===== src/rtl/sha256sh_pkg.sv =====
package sha256sh_pkg;

  localparam int unsigned BUF_WORDS  = 16;
  localparam int unsigned HASH_WORDS = 8;
  localparam logic [7:0]  PAD_BYTE   = 8'h80;
  localparam logic [5:0]  LEN_POS    = 6'd56;

  typedef struct packed {
    logic       kind;
    logic [7:0] data_byte;
  } in_word_t;

  typedef struct packed {
    logic [31:0] digest_word;
    logic [2:0]  word_index;
    logic        last_word;
  } out_word_t;

  function automatic logic [31:0] init_h(input logic [2:0] idx);
    logic [31:0] v;
    case (idx)
      3'd0: v = 32'h6a09e667;
      3'd1: v = 32'hbb67ae85;
      3'd2: v = 32'h3c6ef372;
      3'd3: v = 32'ha54ff53a;
      3'd4: v = 32'h510e527f;
      3'd5: v = 32'h9b05688c;
      3'd6: v = 32'h1f83d9ab;
      default: v = 32'h5be0cd19;
    endcase
    return v;
  endfunction

  function automatic logic [31:0] round_k(input logic [5:0] idx);
    logic [31:0] v;
    case (idx)
      6'd0:  v = 32'h428a2f98;  6'd1:  v = 32'h71374491;
      6'd2:  v = 32'hb5c0fbcf;  6'd3:  v = 32'he9b5dba5;
      6'd4:  v = 32'h3956c25b;  6'd5:  v = 32'h59f111f1;
      6'd6:  v = 32'h923f82a4;  6'd7:  v = 32'hab1c5ed5;
      6'd8:  v = 32'hd807aa98;  6'd9:  v = 32'h12835b01;
      6'd10: v = 32'h243185be;  6'd11: v = 32'h550c7dc3;
      6'd12: v = 32'h72be5d74;  6'd13: v = 32'h80deb1fe;
      6'd14: v = 32'h9bdc06a7;  6'd15: v = 32'hc19bf174;
      6'd16: v = 32'he49b69c1;  6'd17: v = 32'hefbe4786;
      6'd18: v = 32'h0fc19dc6;  6'd19: v = 32'h240ca1cc;
      6'd20: v = 32'h2de92c6f;  6'd21: v = 32'h4a7484aa;
      6'd22: v = 32'h5cb0a9dc;  6'd23: v = 32'h76f988da;
      6'd24: v = 32'h983e5152;  6'd25: v = 32'ha831c66d;
      6'd26: v = 32'hb00327c8;  6'd27: v = 32'hbf597fc7;
      6'd28: v = 32'hc6e00bf3;  6'd29: v = 32'hd5a79147;
      6'd30: v = 32'h06ca6351;  6'd31: v = 32'h14292967;
      6'd32: v = 32'h27b70a85;  6'd33: v = 32'h2e1b2138;
      6'd34: v = 32'h4d2c6dfc;  6'd35: v = 32'h53380d13;
      6'd36: v = 32'h650a7354;  6'd37: v = 32'h766a0abb;
      6'd38: v = 32'h81c2c92e;  6'd39: v = 32'h92722c85;
      6'd40: v = 32'ha2bfe8a1;  6'd41: v = 32'ha81a664b;
      6'd42: v = 32'hc24b8b70;  6'd43: v = 32'hc76c51a3;
      6'd44: v = 32'hd192e819;  6'd45: v = 32'hd6990624;
      6'd46: v = 32'hf40e3585;  6'd47: v = 32'h106aa070;
      6'd48: v = 32'h19a4c116;  6'd49: v = 32'h1e376c08;
      6'd50: v = 32'h2748774c;  6'd51: v = 32'h34b0bcb5;
      6'd52: v = 32'h391c0cb3;  6'd53: v = 32'h4ed8aa4a;
      6'd54: v = 32'h5b9cca4f;  6'd55: v = 32'h682e6ff3;
      6'd56: v = 32'h748f82ee;  6'd57: v = 32'h78a5636f;
      6'd58: v = 32'h84c87814;  6'd59: v = 32'h8cc70208;
      6'd60: v = 32'h90befffa;  6'd61: v = 32'ha4506ceb;
      6'd62: v = 32'hbef9a3f7;
      default: v = 32'hc67178f2;
    endcase
    return v;
  endfunction

  function automatic logic [31:0] big_sigma0(input logic [31:0] x);
    return {x[1:0], x[31:2]} ^ {x[12:0], x[31:13]} ^ {x[21:0], x[31:22]};
  endfunction

  function automatic logic [31:0] big_sigma1(input logic [31:0] x);
    return {x[5:0], x[31:6]} ^ {x[10:0], x[31:11]} ^ {x[24:0], x[31:25]};
  endfunction

  function automatic logic [31:0] small_sigma0(input logic [31:0] x);
    return {x[6:0], x[31:7]} ^ {x[17:0], x[31:18]} ^ {3'b000, x[31:3]};
  endfunction

  function automatic logic [31:0] small_sigma1(input logic [31:0] x);
    return {x[16:0], x[31:17]} ^ {x[18:0], x[31:19]} ^ {10'b0, x[31:10]};
  endfunction

endpackage


===== src/rtl/sha256sh_ram.sv =====
module sha256sh_ram #(
  parameter int unsigned WIDTH = 32,
  parameter int unsigned DEPTH = 16,
  localparam int unsigned AW   = $clog2(DEPTH)
) (
  input  logic             clk,
  input  logic             we,
  input  logic [AW-1:0]    waddr,
  input  logic [WIDTH-1:0] wdata,
  input  logic [AW-1:0]    raddr,
  output logic [WIDTH-1:0] rdata
);

  logic [WIDTH-1:0] mem [DEPTH];

  always_ff @(posedge clk) begin
    if (we) begin
      mem[waddr] <= wdata;
    end
    rdata <= mem[raddr];
  end

endmodule


===== src/rtl/sha256_stream_hasher_unit.sv =====
// Streaming SHA-256 hasher. Each input word carries one message byte (kind 0)
// or a finish request (kind 1). Bytes are packed four at a time into 32-bit
// words and kept in a 16-word block memory; the eight chaining words live in a
// second 8-word memory whose entries read as the standard initial values until
// first written after a reset or a finished message. The byte that completes
// a 64-byte block is followed by a compression that loads the chaining words
// and the message words into the round registers through the single read
// port of each memory, runs 64 rounds at one round per cycle, then adds the
// result back into the chaining memory.
// A finish writes the padding words from the 0x80 marker word to the end of
// the block, plus a second padding block when 56 or more bytes were held,
// runs one or two compressions, then delivers the digest as eight output
// words, index 0 first, last_word set on index 7, each one offered once the
// previous is taken. in_ready is high only while the block is idle, and after
// the eighth word is taken the block starts a new message with a zero length.
module sha256_stream_hasher_unit (
  input  logic                   clk,
  input  logic                   rst_n,
  input  logic                   in_valid,
  output logic                   in_ready,
  input  sha256sh_pkg::in_word_t  in_word,
  output logic                   out_valid,
  input  logic                   out_ready,
  output sha256sh_pkg::out_word_t out_word
);

  typedef enum logic [7:0] {
    ST_IDLE  = 8'b0000_0001,  // taking input words
    ST_PADW  = 8'b0000_0010,  // writing padding words
    ST_LOAD  = 8'b0000_0100,  // loading chaining and message words
    ST_ROUND = 8'b0000_1000,  // 64 compression rounds
    ST_WB    = 8'b0001_0000,  // chaining update write-back
    ST_OUTRD = 8'b0010_0000,  // read one digest word
    ST_OUTLD = 8'b0100_0000,  // capture it into the output register
    ST_OUTW  = 8'b1000_0000   // wait for the consumer
  } state_t;

  state_t state_r, state_nxt;

  // Shared step counter: load step, round number, write-back step,
  // padding word index, digest word index.
  logic [5:0]  ctr_r, ctr_nxt;
  logic [5:0]  fill_r, fill_nxt;         // bytes held in the current block
  logic [63:0] bits_r, bits_nxt;         // message length in bits
  logic        pad_r, pad_nxt;           // compression belongs to a finish
  logic        two_r, two_nxt;           // padding needs two blocks
  logic        second_r, second_nxt;     // working on the second pad block
  logic [7:0]  fresh_r, fresh_nxt;       // chaining entry still at initial value

  // Datapath registers.
  logic [23:0] pack_r, pack_nxt;         // up to three bytes of a partial word
  logic [63:0] len_r, len_nxt;
  logic [5:0]  pos_r, pos_nxt;
  logic [2:0]  hrd_idx_r;
  logic [31:0] r_r [8];
  logic [31:0] r_nxt [8];
  logic [31:0] w_r [16];
  logic [31:0] w_nxt [16];
  sha256sh_pkg::out_word_t out_r, out_nxt;
  logic        out_valid_r, out_valid_nxt;

  // Memory ports.
  logic        buf_we;
  logic [3:0]  buf_waddr, buf_raddr;
  logic [31:0] buf_wdata, buf_rdata;
  logic        h_we;
  logic [2:0]  h_waddr, h_raddr;
  logic [31:0] h_wdata, h_rdata;

  logic [31:0] hval;
  logic [31:0] sched_w;
  logic [31:0] t1, t2;
  logic [31:0] pad_word;
  logic [31:0] mark_word;
  logic [2:0]  wb_idx;
  logic        in_fire;

  sha256sh_ram #(
    .WIDTH(32),
    .DEPTH(sha256sh_pkg::BUF_WORDS)
  ) u_buf_ram (
    .clk  (clk),
    .we   (buf_we),
    .waddr(buf_waddr),
    .wdata(buf_wdata),
    .raddr(buf_raddr),
    .rdata(buf_rdata)
  );

  sha256sh_ram #(
    .WIDTH(32),
    .DEPTH(sha256sh_pkg::HASH_WORDS)
  ) u_hash_ram (
    .clk  (clk),
    .we   (h_we),
    .waddr(h_waddr),
    .wdata(h_wdata),
    .raddr(h_raddr),
    .rdata(h_rdata)
  );

  assign in_ready  = (state_r == ST_IDLE);
  assign in_fire   = in_valid && in_ready;
  assign out_valid = out_valid_r;
  assign out_word  = out_r;

  // Chaining entry never written since restart reads as the initial value.
  assign hval = fresh_r[hrd_idx_r] ? sha256sh_pkg::init_h(hrd_idx_r) : h_rdata;

  // Message schedule: window holds W[t]..W[t+15]; produce W[t+16].
  assign sched_w = w_r[0] + sha256sh_pkg::small_sigma0(w_r[1]) + w_r[9]
                 + sha256sh_pkg::small_sigma1(w_r[14]);

  // Round function.
  assign t1 = r_r[7] + sha256sh_pkg::big_sigma1(r_r[4])
            + ((r_r[4] & r_r[5]) ^ (~r_r[4] & r_r[6]))
            + sha256sh_pkg::round_k(ctr_r) + w_r[0];
  assign t2 = sha256sh_pkg::big_sigma0(r_r[0])
            + ((r_r[0] & r_r[1]) ^ (r_r[0] & r_r[2]) ^ (r_r[1] & r_r[2]));

  // Word holding the 0x80 marker: held bytes, marker, then zeros.
  always_comb begin
    case (pos_r[1:0])
      2'd0:    mark_word = {sha256sh_pkg::PAD_BYTE, 24'h0};
      2'd1:    mark_word = {pack_r[7:0], sha256sh_pkg::PAD_BYTE, 16'h0};
      2'd2:    mark_word = {pack_r[15:0], sha256sh_pkg::PAD_BYTE, 8'h0};
      default: mark_word = {pack_r[23:0], sha256sh_pkg::PAD_BYTE};
    endcase
  end

  always_comb begin
    if (!second_r && ctr_r[3:0] == pos_r[5:2]) begin
      pad_word = mark_word;
    end else if ((!two_r || second_r) && ctr_r[3:0] == 4'd14) begin
      pad_word = len_r[63:32];
    end else if ((!two_r || second_r) && ctr_r[3:0] == 4'd15) begin
      pad_word = len_r[31:0];
    end else begin
      pad_word = 32'h0;
    end
  end

  assign wb_idx = 3'(ctr_r - 6'd1);

  always_comb begin
    state_nxt     = state_r;
    ctr_nxt       = ctr_r;
    fill_nxt      = fill_r;
    bits_nxt      = bits_r;
    pad_nxt       = pad_r;
    two_nxt       = two_r;
    second_nxt    = second_r;
    fresh_nxt     = fresh_r;
    pack_nxt      = pack_r;
    len_nxt       = len_r;
    pos_nxt       = pos_r;
    r_nxt         = r_r;
    w_nxt         = w_r;
    out_nxt       = out_r;
    out_valid_nxt = out_valid_r;
    buf_we        = 1'b0;
    buf_waddr     = ctr_r[3:0];
    buf_wdata     = pad_word;
    buf_raddr     = ctr_r[3:0];
    h_we          = 1'b0;
    h_waddr       = wb_idx;
    h_wdata       = hval + r_r[0];
    h_raddr       = ctr_r[2:0];

    case (state_r)
      ST_IDLE: begin
        if (in_fire && !in_word.kind) begin
          pack_nxt = {pack_r[15:0], in_word.data_byte};
          bits_nxt = bits_r + 64'd8;
          fill_nxt = fill_r + 6'd1;
          if (fill_r[1:0] == 2'd3) begin
            buf_we    = 1'b1;
            buf_waddr = fill_r[5:2];
            buf_wdata = {pack_r, in_word.data_byte};
          end
          if (fill_r == 6'd63) begin
            pad_nxt   = 1'b0;
            ctr_nxt   = 6'd0;
            state_nxt = ST_LOAD;
          end
        end else if (in_fire) begin
          len_nxt    = bits_r;
          pos_nxt    = fill_r;
          pad_nxt    = 1'b1;
          two_nxt    = (fill_r >= sha256sh_pkg::LEN_POS);
          second_nxt = 1'b0;
          ctr_nxt    = {2'b00, fill_r[5:2]};
          state_nxt  = ST_PADW;
        end
      end

      ST_PADW: begin
        buf_we = 1'b1;
        if (ctr_r[3:0] == 4'd15) begin
          ctr_nxt   = 6'd0;
          state_nxt = ST_LOAD;
        end else begin
          ctr_nxt = ctr_r + 6'd1;
        end
      end

      ST_LOAD: begin
        // Step k reads message word k and chaining word k; data lands at k+1.
        if (ctr_r != 6'd0) begin
          for (int i = 0; i < 15; i++) begin
            w_nxt[i] = w_r[i+1];
          end
          w_nxt[15] = buf_rdata;
          if (ctr_r <= 6'd8) begin
            for (int i = 0; i < 7; i++) begin
              r_nxt[i] = r_r[i+1];
            end
            r_nxt[7] = hval;
          end
        end
        if (ctr_r == 6'd16) begin
          ctr_nxt   = 6'd0;
          state_nxt = ST_ROUND;
        end else begin
          ctr_nxt = ctr_r + 6'd1;
        end
      end

      ST_ROUND: begin
        r_nxt[7] = r_r[6];
        r_nxt[6] = r_r[5];
        r_nxt[5] = r_r[4];
        r_nxt[4] = r_r[3] + t1;
        r_nxt[3] = r_r[2];
        r_nxt[2] = r_r[1];
        r_nxt[1] = r_r[0];
        r_nxt[0] = t1 + t2;
        for (int i = 0; i < 15; i++) begin
          w_nxt[i] = w_r[i+1];
        end
        w_nxt[15] = sched_w;
        if (ctr_r == 6'd63) begin
          ctr_nxt   = 6'd0;
          state_nxt = ST_WB;
        end else begin
          ctr_nxt = ctr_r + 6'd1;
        end
      end

      ST_WB: begin
        // Read entry k while entry k-1 is written: never the same address.
        if (ctr_r != 6'd0) begin
          h_we              = 1'b1;
          fresh_nxt[wb_idx] = 1'b0;
          for (int i = 0; i < 7; i++) begin
            r_nxt[i] = r_r[i+1];
          end
          r_nxt[7] = r_r[0];
        end
        if (ctr_r == 6'd8) begin
          ctr_nxt = 6'd0;
          if (pad_r && two_r && !second_r) begin
            second_nxt = 1'b1;
            state_nxt  = ST_PADW;
          end else if (pad_r) begin
            state_nxt = ST_OUTRD;
          end else begin
            state_nxt = ST_IDLE;
          end
        end else begin
          ctr_nxt = ctr_r + 6'd1;
        end
      end

      ST_OUTRD: begin
        state_nxt = ST_OUTLD;
      end

      ST_OUTLD: begin
        out_nxt.digest_word = hval;
        out_nxt.word_index  = ctr_r[2:0];
        out_nxt.last_word   = (ctr_r[2:0] == 3'd7);
        out_valid_nxt       = 1'b1;
        state_nxt           = ST_OUTW;
      end

      ST_OUTW: begin
        if (out_ready) begin
          out_valid_nxt = 1'b0;
          if (ctr_r[2:0] == 3'd7) begin
            // Start the next message from the initial chaining values.
            fresh_nxt = '1;
            fill_nxt  = 6'd0;
            bits_nxt  = 64'd0;
            pad_nxt   = 1'b0;
            ctr_nxt   = 6'd0;
            state_nxt = ST_IDLE;
          end else begin
            ctr_nxt   = ctr_r + 6'd1;
            state_nxt = ST_OUTRD;
          end
        end
      end

      default: begin
        state_nxt = ST_IDLE;
      end
    endcase
  end

  always_ff @(posedge clk) begin
    if (!rst_n) begin
      state_r     <= ST_IDLE;
      ctr_r       <= 6'd0;
      fill_r      <= 6'd0;
      bits_r      <= 64'd0;
      pad_r       <= 1'b0;
      two_r       <= 1'b0;
      second_r    <= 1'b0;
      fresh_r     <= '1;
      out_valid_r <= 1'b0;
    end else begin
      state_r     <= state_nxt;
      ctr_r       <= ctr_nxt;
      fill_r      <= fill_nxt;
      bits_r      <= bits_nxt;
      pad_r       <= pad_nxt;
      two_r       <= two_nxt;
      second_r    <= second_nxt;
      fresh_r     <= fresh_nxt;
      out_valid_r <= out_valid_nxt;
    end
  end

  always_ff @(posedge clk) begin
    pack_r    <= pack_nxt;
    len_r     <= len_nxt;
    pos_r     <= pos_nxt;
    hrd_idx_r <= h_raddr;
    r_r       <= r_nxt;
    w_r       <= w_nxt;
    out_r     <= out_nxt;
  end

endmodule


===== config.mk =====
export PLATFORM = sky130hd
export DESIGN_NAME = sha256_stream_hasher_unit
export DESIGN_NICKNAME = d
export VERILOG_FILES = /design/src/rtl/sha256sh_pkg.sv /design/src/rtl/sha256sh_ram.sv /design/src/rtl/sha256_stream_hasher_unit.sv
export SDC_FILE = /design/constraint.sdc
export NUM_CORES = 2
export LEC_CHECK = 0
export ABC_AREA = 1
export BUFFER_PORTS_ARGS = -buffer_cell sky130_fd_sc_hd__buf_2
export CAP_MARGIN = 20
export CORE_ASPECT_RATIO = 1.1
export CORE_MARGIN = 2
export CORE_UTILIZATION = 30
export CTS_CLUSTER_DIAMETER = 50
export DETAILED_ROUTE_END_ITERATION = 8
export PLACE_DENSITY_LB_ADDON = 0.12
export SLEW_MARGIN = 5
export SYNTH_ARGS = -nofsm -noshare
export SYNTH_HDL_FRONTEND = slang
export SYNTH_SLANG_ARGS = --single-unit

===== constraint.sdc =====
create_clock -name clk -period 36.1 [get_ports clk]
set_input_delay 0 -clock clk [delete_from_list [all_inputs] [get_ports clk]]
set_output_delay 0 -clock clk [all_outputs]
set_load 0.1 [all_outputs]

==> results.cfg <==
[placed_design]
dpl.hpwl_mm = 210
post-place-ws_ns = 28.26
finalWeightedCongestion = 0.915
io_buffers = 50

[drt]
vias_per_cell = 4.93
postRouteWirelength_mm = 304
postRouteAntennaNets = 0
route.detailed.drc = 0
drt-wirelength-per-cell_um = 24.6
drt-pass1-iter-count = 7
vias = 61000
drt-initial-drc-count = 5216

[setup_path]
cp.required_ns = 36.69
rrSetupSlack_ns = 28.05
crit_buf_inv = 3
critical_path.reg2reg.endpoint = r_r[123]$_DFFE_PP_
crit_path_end_kind = register
crit_slowest_cell = sky130_fd_sc_hd__a21boi_0
critical_path_arrival_ns = 8.64
critical_path.max_stage_delay_ns = 0.73
setup_cp_type = reg -> reg
cp_max_fo = 7
critical_path_cell_count = 30
worstReg2RegStart = r_r[110]$_DFFE_PP_
crit_start = r_r[110]$_DFFE_PP_
crit_path_start_kind = register
critical_path.endpoint = r_r[123]$_DFFE_PP_
timing.critical_path.mode_cell = sky130_fd_sc_hd__nand2_1
cpLargestDelayFamily = compound AO/OA/AOI/OAI gates
timing.reg2reg.worst_path_depth = 30

[sta]
rsz0062_at_grt = false
count_of_pins_over_their_slew_limit = 0
setup_viol = 0
finalCritPeriodShare_pct = 22.3
timing.clock.skew_ns = 0.105
worst_pin_slew_ns = 1.17
final_hold_viol_count = 0
post-route-min-period_ns = 8.05
timing.max_slew.rel_slack_pct = 21.7
top_achievable_clock_speed_mhz = 124
timing.final.ws_setup_ns = 28.05
fin_worst_hold_slack_ns = 0.171
finalSetupTns_ns = 0

[global_route]
global_route.usage.total_pct = 19.9
antenna_found_initial = 15
largest_net_degree_at_the_start_of_global_routing = 183
first_global_vias = 60100
grt_overflow_total = 0
grt_pass1_wl_mm = 437

[yosys]
synth.lib_cells_used.distinct = 56
netlist_area_before_placement_um2 = 88300
total_of_warnings_raised_by_yosys = 0
synthesis.area_per_instance_um2 = 10.8
synth-seq-area-share_pct = 60.9
syn_nets = 8596
synth_async_sr_flop_share_pct = 0
ff_latch_count_synth = 1855
synthFlopType = sky130_fd_sc_hd__edfxtp_1
synth_enable_flop_cells = 1663
post_synth_inst_count = 8215

[cells_and_area]
fillers = 29200
num-nets-final = 8669
synthToLayoutAreaGrowth_pct = 14.8
seq_area_um2 = 53800
multi_input_area_um2 = 30000
post_route_cells_drive_above_1_share_pct = 7.77

[die]
floorplan.io_pins = 51
core-area_um2 = 292000
floorplan.die.height_um = 573
initial_utilization_pct = 30.2
area_of_the_die_um2 = 299000
core.rowCount = 208
width_of_the_die_um = 521

[clocking]
cts_root_buffer = sky130_fd_sc_hd__clkbuf_16
clk_pin_slew_ns = 0.06
post-cts-setup-buffers = 0
clk_path_buf_depth = 4
cts_htree_levels = 4
tritoncts = done
cts-hold-fix-buffers = 24
cts_sinks = 1855
tritoncts.num_buffers = 241
worstSkewPairLatency_ns = 0.96
ctsResizeCount = 0

[pwr]
power.leakage_nw = 37.5
powerDensity_nw_per_um2 = 96.3
ir_drop_mv = 0.0638
finalPower_mw = 9.77

[job]
timing.max_cap.violations = 0

[hold_path]
hold_path_class = in -> reg

[run_status]
status = complete, no violations
[worst min-delay path by stage]
stage	startpoint	to	slack [ns]	cells after the start
2_1_floorplan	out_ready	out_valid$_SDFFE_PN0P_	0.09	1
3_3_place_gp	in_word[1]	pack_r[1]$_DFFE_PP_	0.23	1
3_5_place_dp	in_word[1]	pack_r[1]$_DFFE_PP_	0.24	1
4_1_cts	in_valid	pad_r$_SDFFE_PN0P_	0.07	6
5_1_grt	in_valid	state_r[0]$_SDFFE_PN1P_	0.16	5
6_report	in_valid	state_r[0]$_SDFFE_PN1P_	0.17	5
[layer usage]
metal,up-vias,track usage [%],routed length (µm)
met1,30600,27.5,138000
li1,28500,-,-
met5,-,0,9
met4,2,6.69,10500
met3,376,2.44,13300
met2,1523,32.2,143000
[tightest hold or removal path, cell delays in order]
cell	delay (ns)
sky130_fd_sc_hd__dlygate4sd3_1	0.53
sky130_fd_sc_hd__buf_2	0.18
sky130_fd_sc_hd__inv_1	0.13
sky130_fd_sc_hd__nand2_1	0.09
sky130_fd_sc_hd__o2111ai_1	0.09
[area by class of cell]
cell class                 instances  share of cell area (%)
sequential                      1855                    53.0
multi-input combinational       5114                    29.6
clock buffer                     294                    6.36
tap                             3885                    4.79
inverter                         890                    3.31
clock inverter                   147                    1.49
timing repair buffer             186                    1.37
antenna                           10                  0.0247
[registers in the layout (all words and copies together), names as in the netlist, 8 cells and up, named ones only]
name,cells
r_r,256
fresh_r,8
state_r,8
w_r,512
u_hash_ram.mem,256
len_r,61
pack_r,24
out_word,36
u_buf_ram.mem,512
u_buf_ram.rdata,32
bits_r,61
u_hash_ram.rdata,32
[stage by stage]
| step | utilization, % | instance area (µm²) | instances |
|---|---|---|---|
| 2_1_floorplan | - | 88300 | 8215 |
| 3_3_place_gp | 31.9 | 93200 | 11900 |
| 3_5_place_dp | 31.9 | 93200 | 11900 |
| 4_1_cts | 34.7 | 101000 | 12400 |
| 5_1_grt | 34.7 | 101000 | 12400 |
| 6_report | 34.7 | 101000 | 12400 |
[cell usage in the layout, fill, tap and decap left out, types with 106 or more instances in the layout]
| master | count |
|---|---|
| sky130_fd_sc_hd__a21oi_1 | 294 |
| sky130_fd_sc_hd__clkbuf_16 | 245 |
| sky130_fd_sc_hd__ha_1 | 180 |
| sky130_fd_sc_hd__fa_1 | 188 |
| sky130_fd_sc_hd__nor2_1 | 837 |
| sky130_fd_sc_hd__xnor2_1 | 169 |
| sky130_fd_sc_hd__o21ai_0 | 861 |
| sky130_fd_sc_hd__xor2_1 | 199 |
| sky130_fd_sc_hd__edfxtp_1 | 1663 |
| sky130_fd_sc_hd__inv_1 | 869 |
| sky130_fd_sc_hd__nand3_1 | 402 |
| sky130_fd_sc_hd__dfxtp_1 | 189 |
| sky130_fd_sc_hd__nand2_1 | 1284 |
| sky130_fd_sc_hd__buf_4 | 106 |
| sky130_fd_sc_hd__o22ai_1 | 135 |
[logic make-up (layout without fill, tap and decap cells)]
family / count (synthesis) / after routing / synth area share, %
and+or+nand+nor: 2776 / 2776 / 13.0
DFF: 1855 / 1855 / 60.9
AOI/OAI and AO/OA: 1602 / 1602 / 10.2
buffers and inverters: 1246 / 1517 / 5.39
adders and majority gates: 368 / 368 / 6.81
xor gates and xnor gates: 368 / 368 / 3.65
other: 0 / 10 / 0
[cell usage after synthesis (6+ instances only)]
cell	n	area, µm²
sky130_fd_sc_hd__nor4_1	29	181
sky130_fd_sc_hd__nand3_1	402	2010
sky130_fd_sc_hd__o21ai_0	865	4330
sky130_fd_sc_hd__xor2_1	199	1740
sky130_fd_sc_hd__nor3_1	68	340
sky130_fd_sc_hd__a21boi_0	6	45.0
sky130_fd_sc_hd__a21oi_1	294	1470
sky130_fd_sc_hd__a32o_1	7	70.1
sky130_fd_sc_hd__or2_2	9	56.3
sky130_fd_sc_hd__edfxtp_1	1663	49900
sky130_fd_sc_hd__nand2_1	1288	4830
sky130_fd_sc_hd__buf_1	17	63.8
sky130_fd_sc_hd__fa_1	188	3760
sky130_fd_sc_hd__a221oi_1	9	78.8
sky130_fd_sc_hd__nand4_1	58	363
sky130_fd_sc_hd__buf_2	21	105
sky130_fd_sc_hd__inv_2	13	48.8
sky130_fd_sc_hd__nor2_1	862	3240
sky130_fd_sc_hd__inv_1	873	3280
sky130_fd_sc_hd__clkbuf_1	306	1150
sky130_fd_sc_hd__o21ai_1	10	50.1
sky130_fd_sc_hd__a31oi_1	53	332
sky130_fd_sc_hd__nand2_2	16	100
sky130_fd_sc_hd__ha_1	180	2250
sky130_fd_sc_hd__dfxtp_1	192	3840
sky130_fd_sc_hd__o22ai_1	135	845
sky130_fd_sc_hd__nand3b_1	11	82.6
sky130_fd_sc_hd__xnor2_1	169	1480
sky130_fd_sc_hd__buf_4	8	60.1
sky130_fd_sc_hd__o21a_1	14	105
sky130_fd_sc_hd__a22oi_1	26	195
sky130_fd_sc_hd__o21bai_1	24	180
sky130_fd_sc_hd__nor2_2	14	87.6
sky130_fd_sc_hd__o211ai_1	27	203
sky130_fd_sc_hd__o221ai_1	89	780
sky130_fd_sc_hd__a21o_1	18	135
sky130_fd_sc_hd__nor2_4	6	67.6
sky130_fd_sc_hd__a211oi_1	8	60.1
[where the power goes]
group | internal, mW | leakage, nW | switching [mW]
sequential | 2.66 | 16.6 | 0.0909
combinational | 1.26 | 17.0 | 3.35
clock | 1.42 | 3.87 | 0.980
total | 5.34 | 37.5 | 4.42
(Power assumes the default switching activity.)
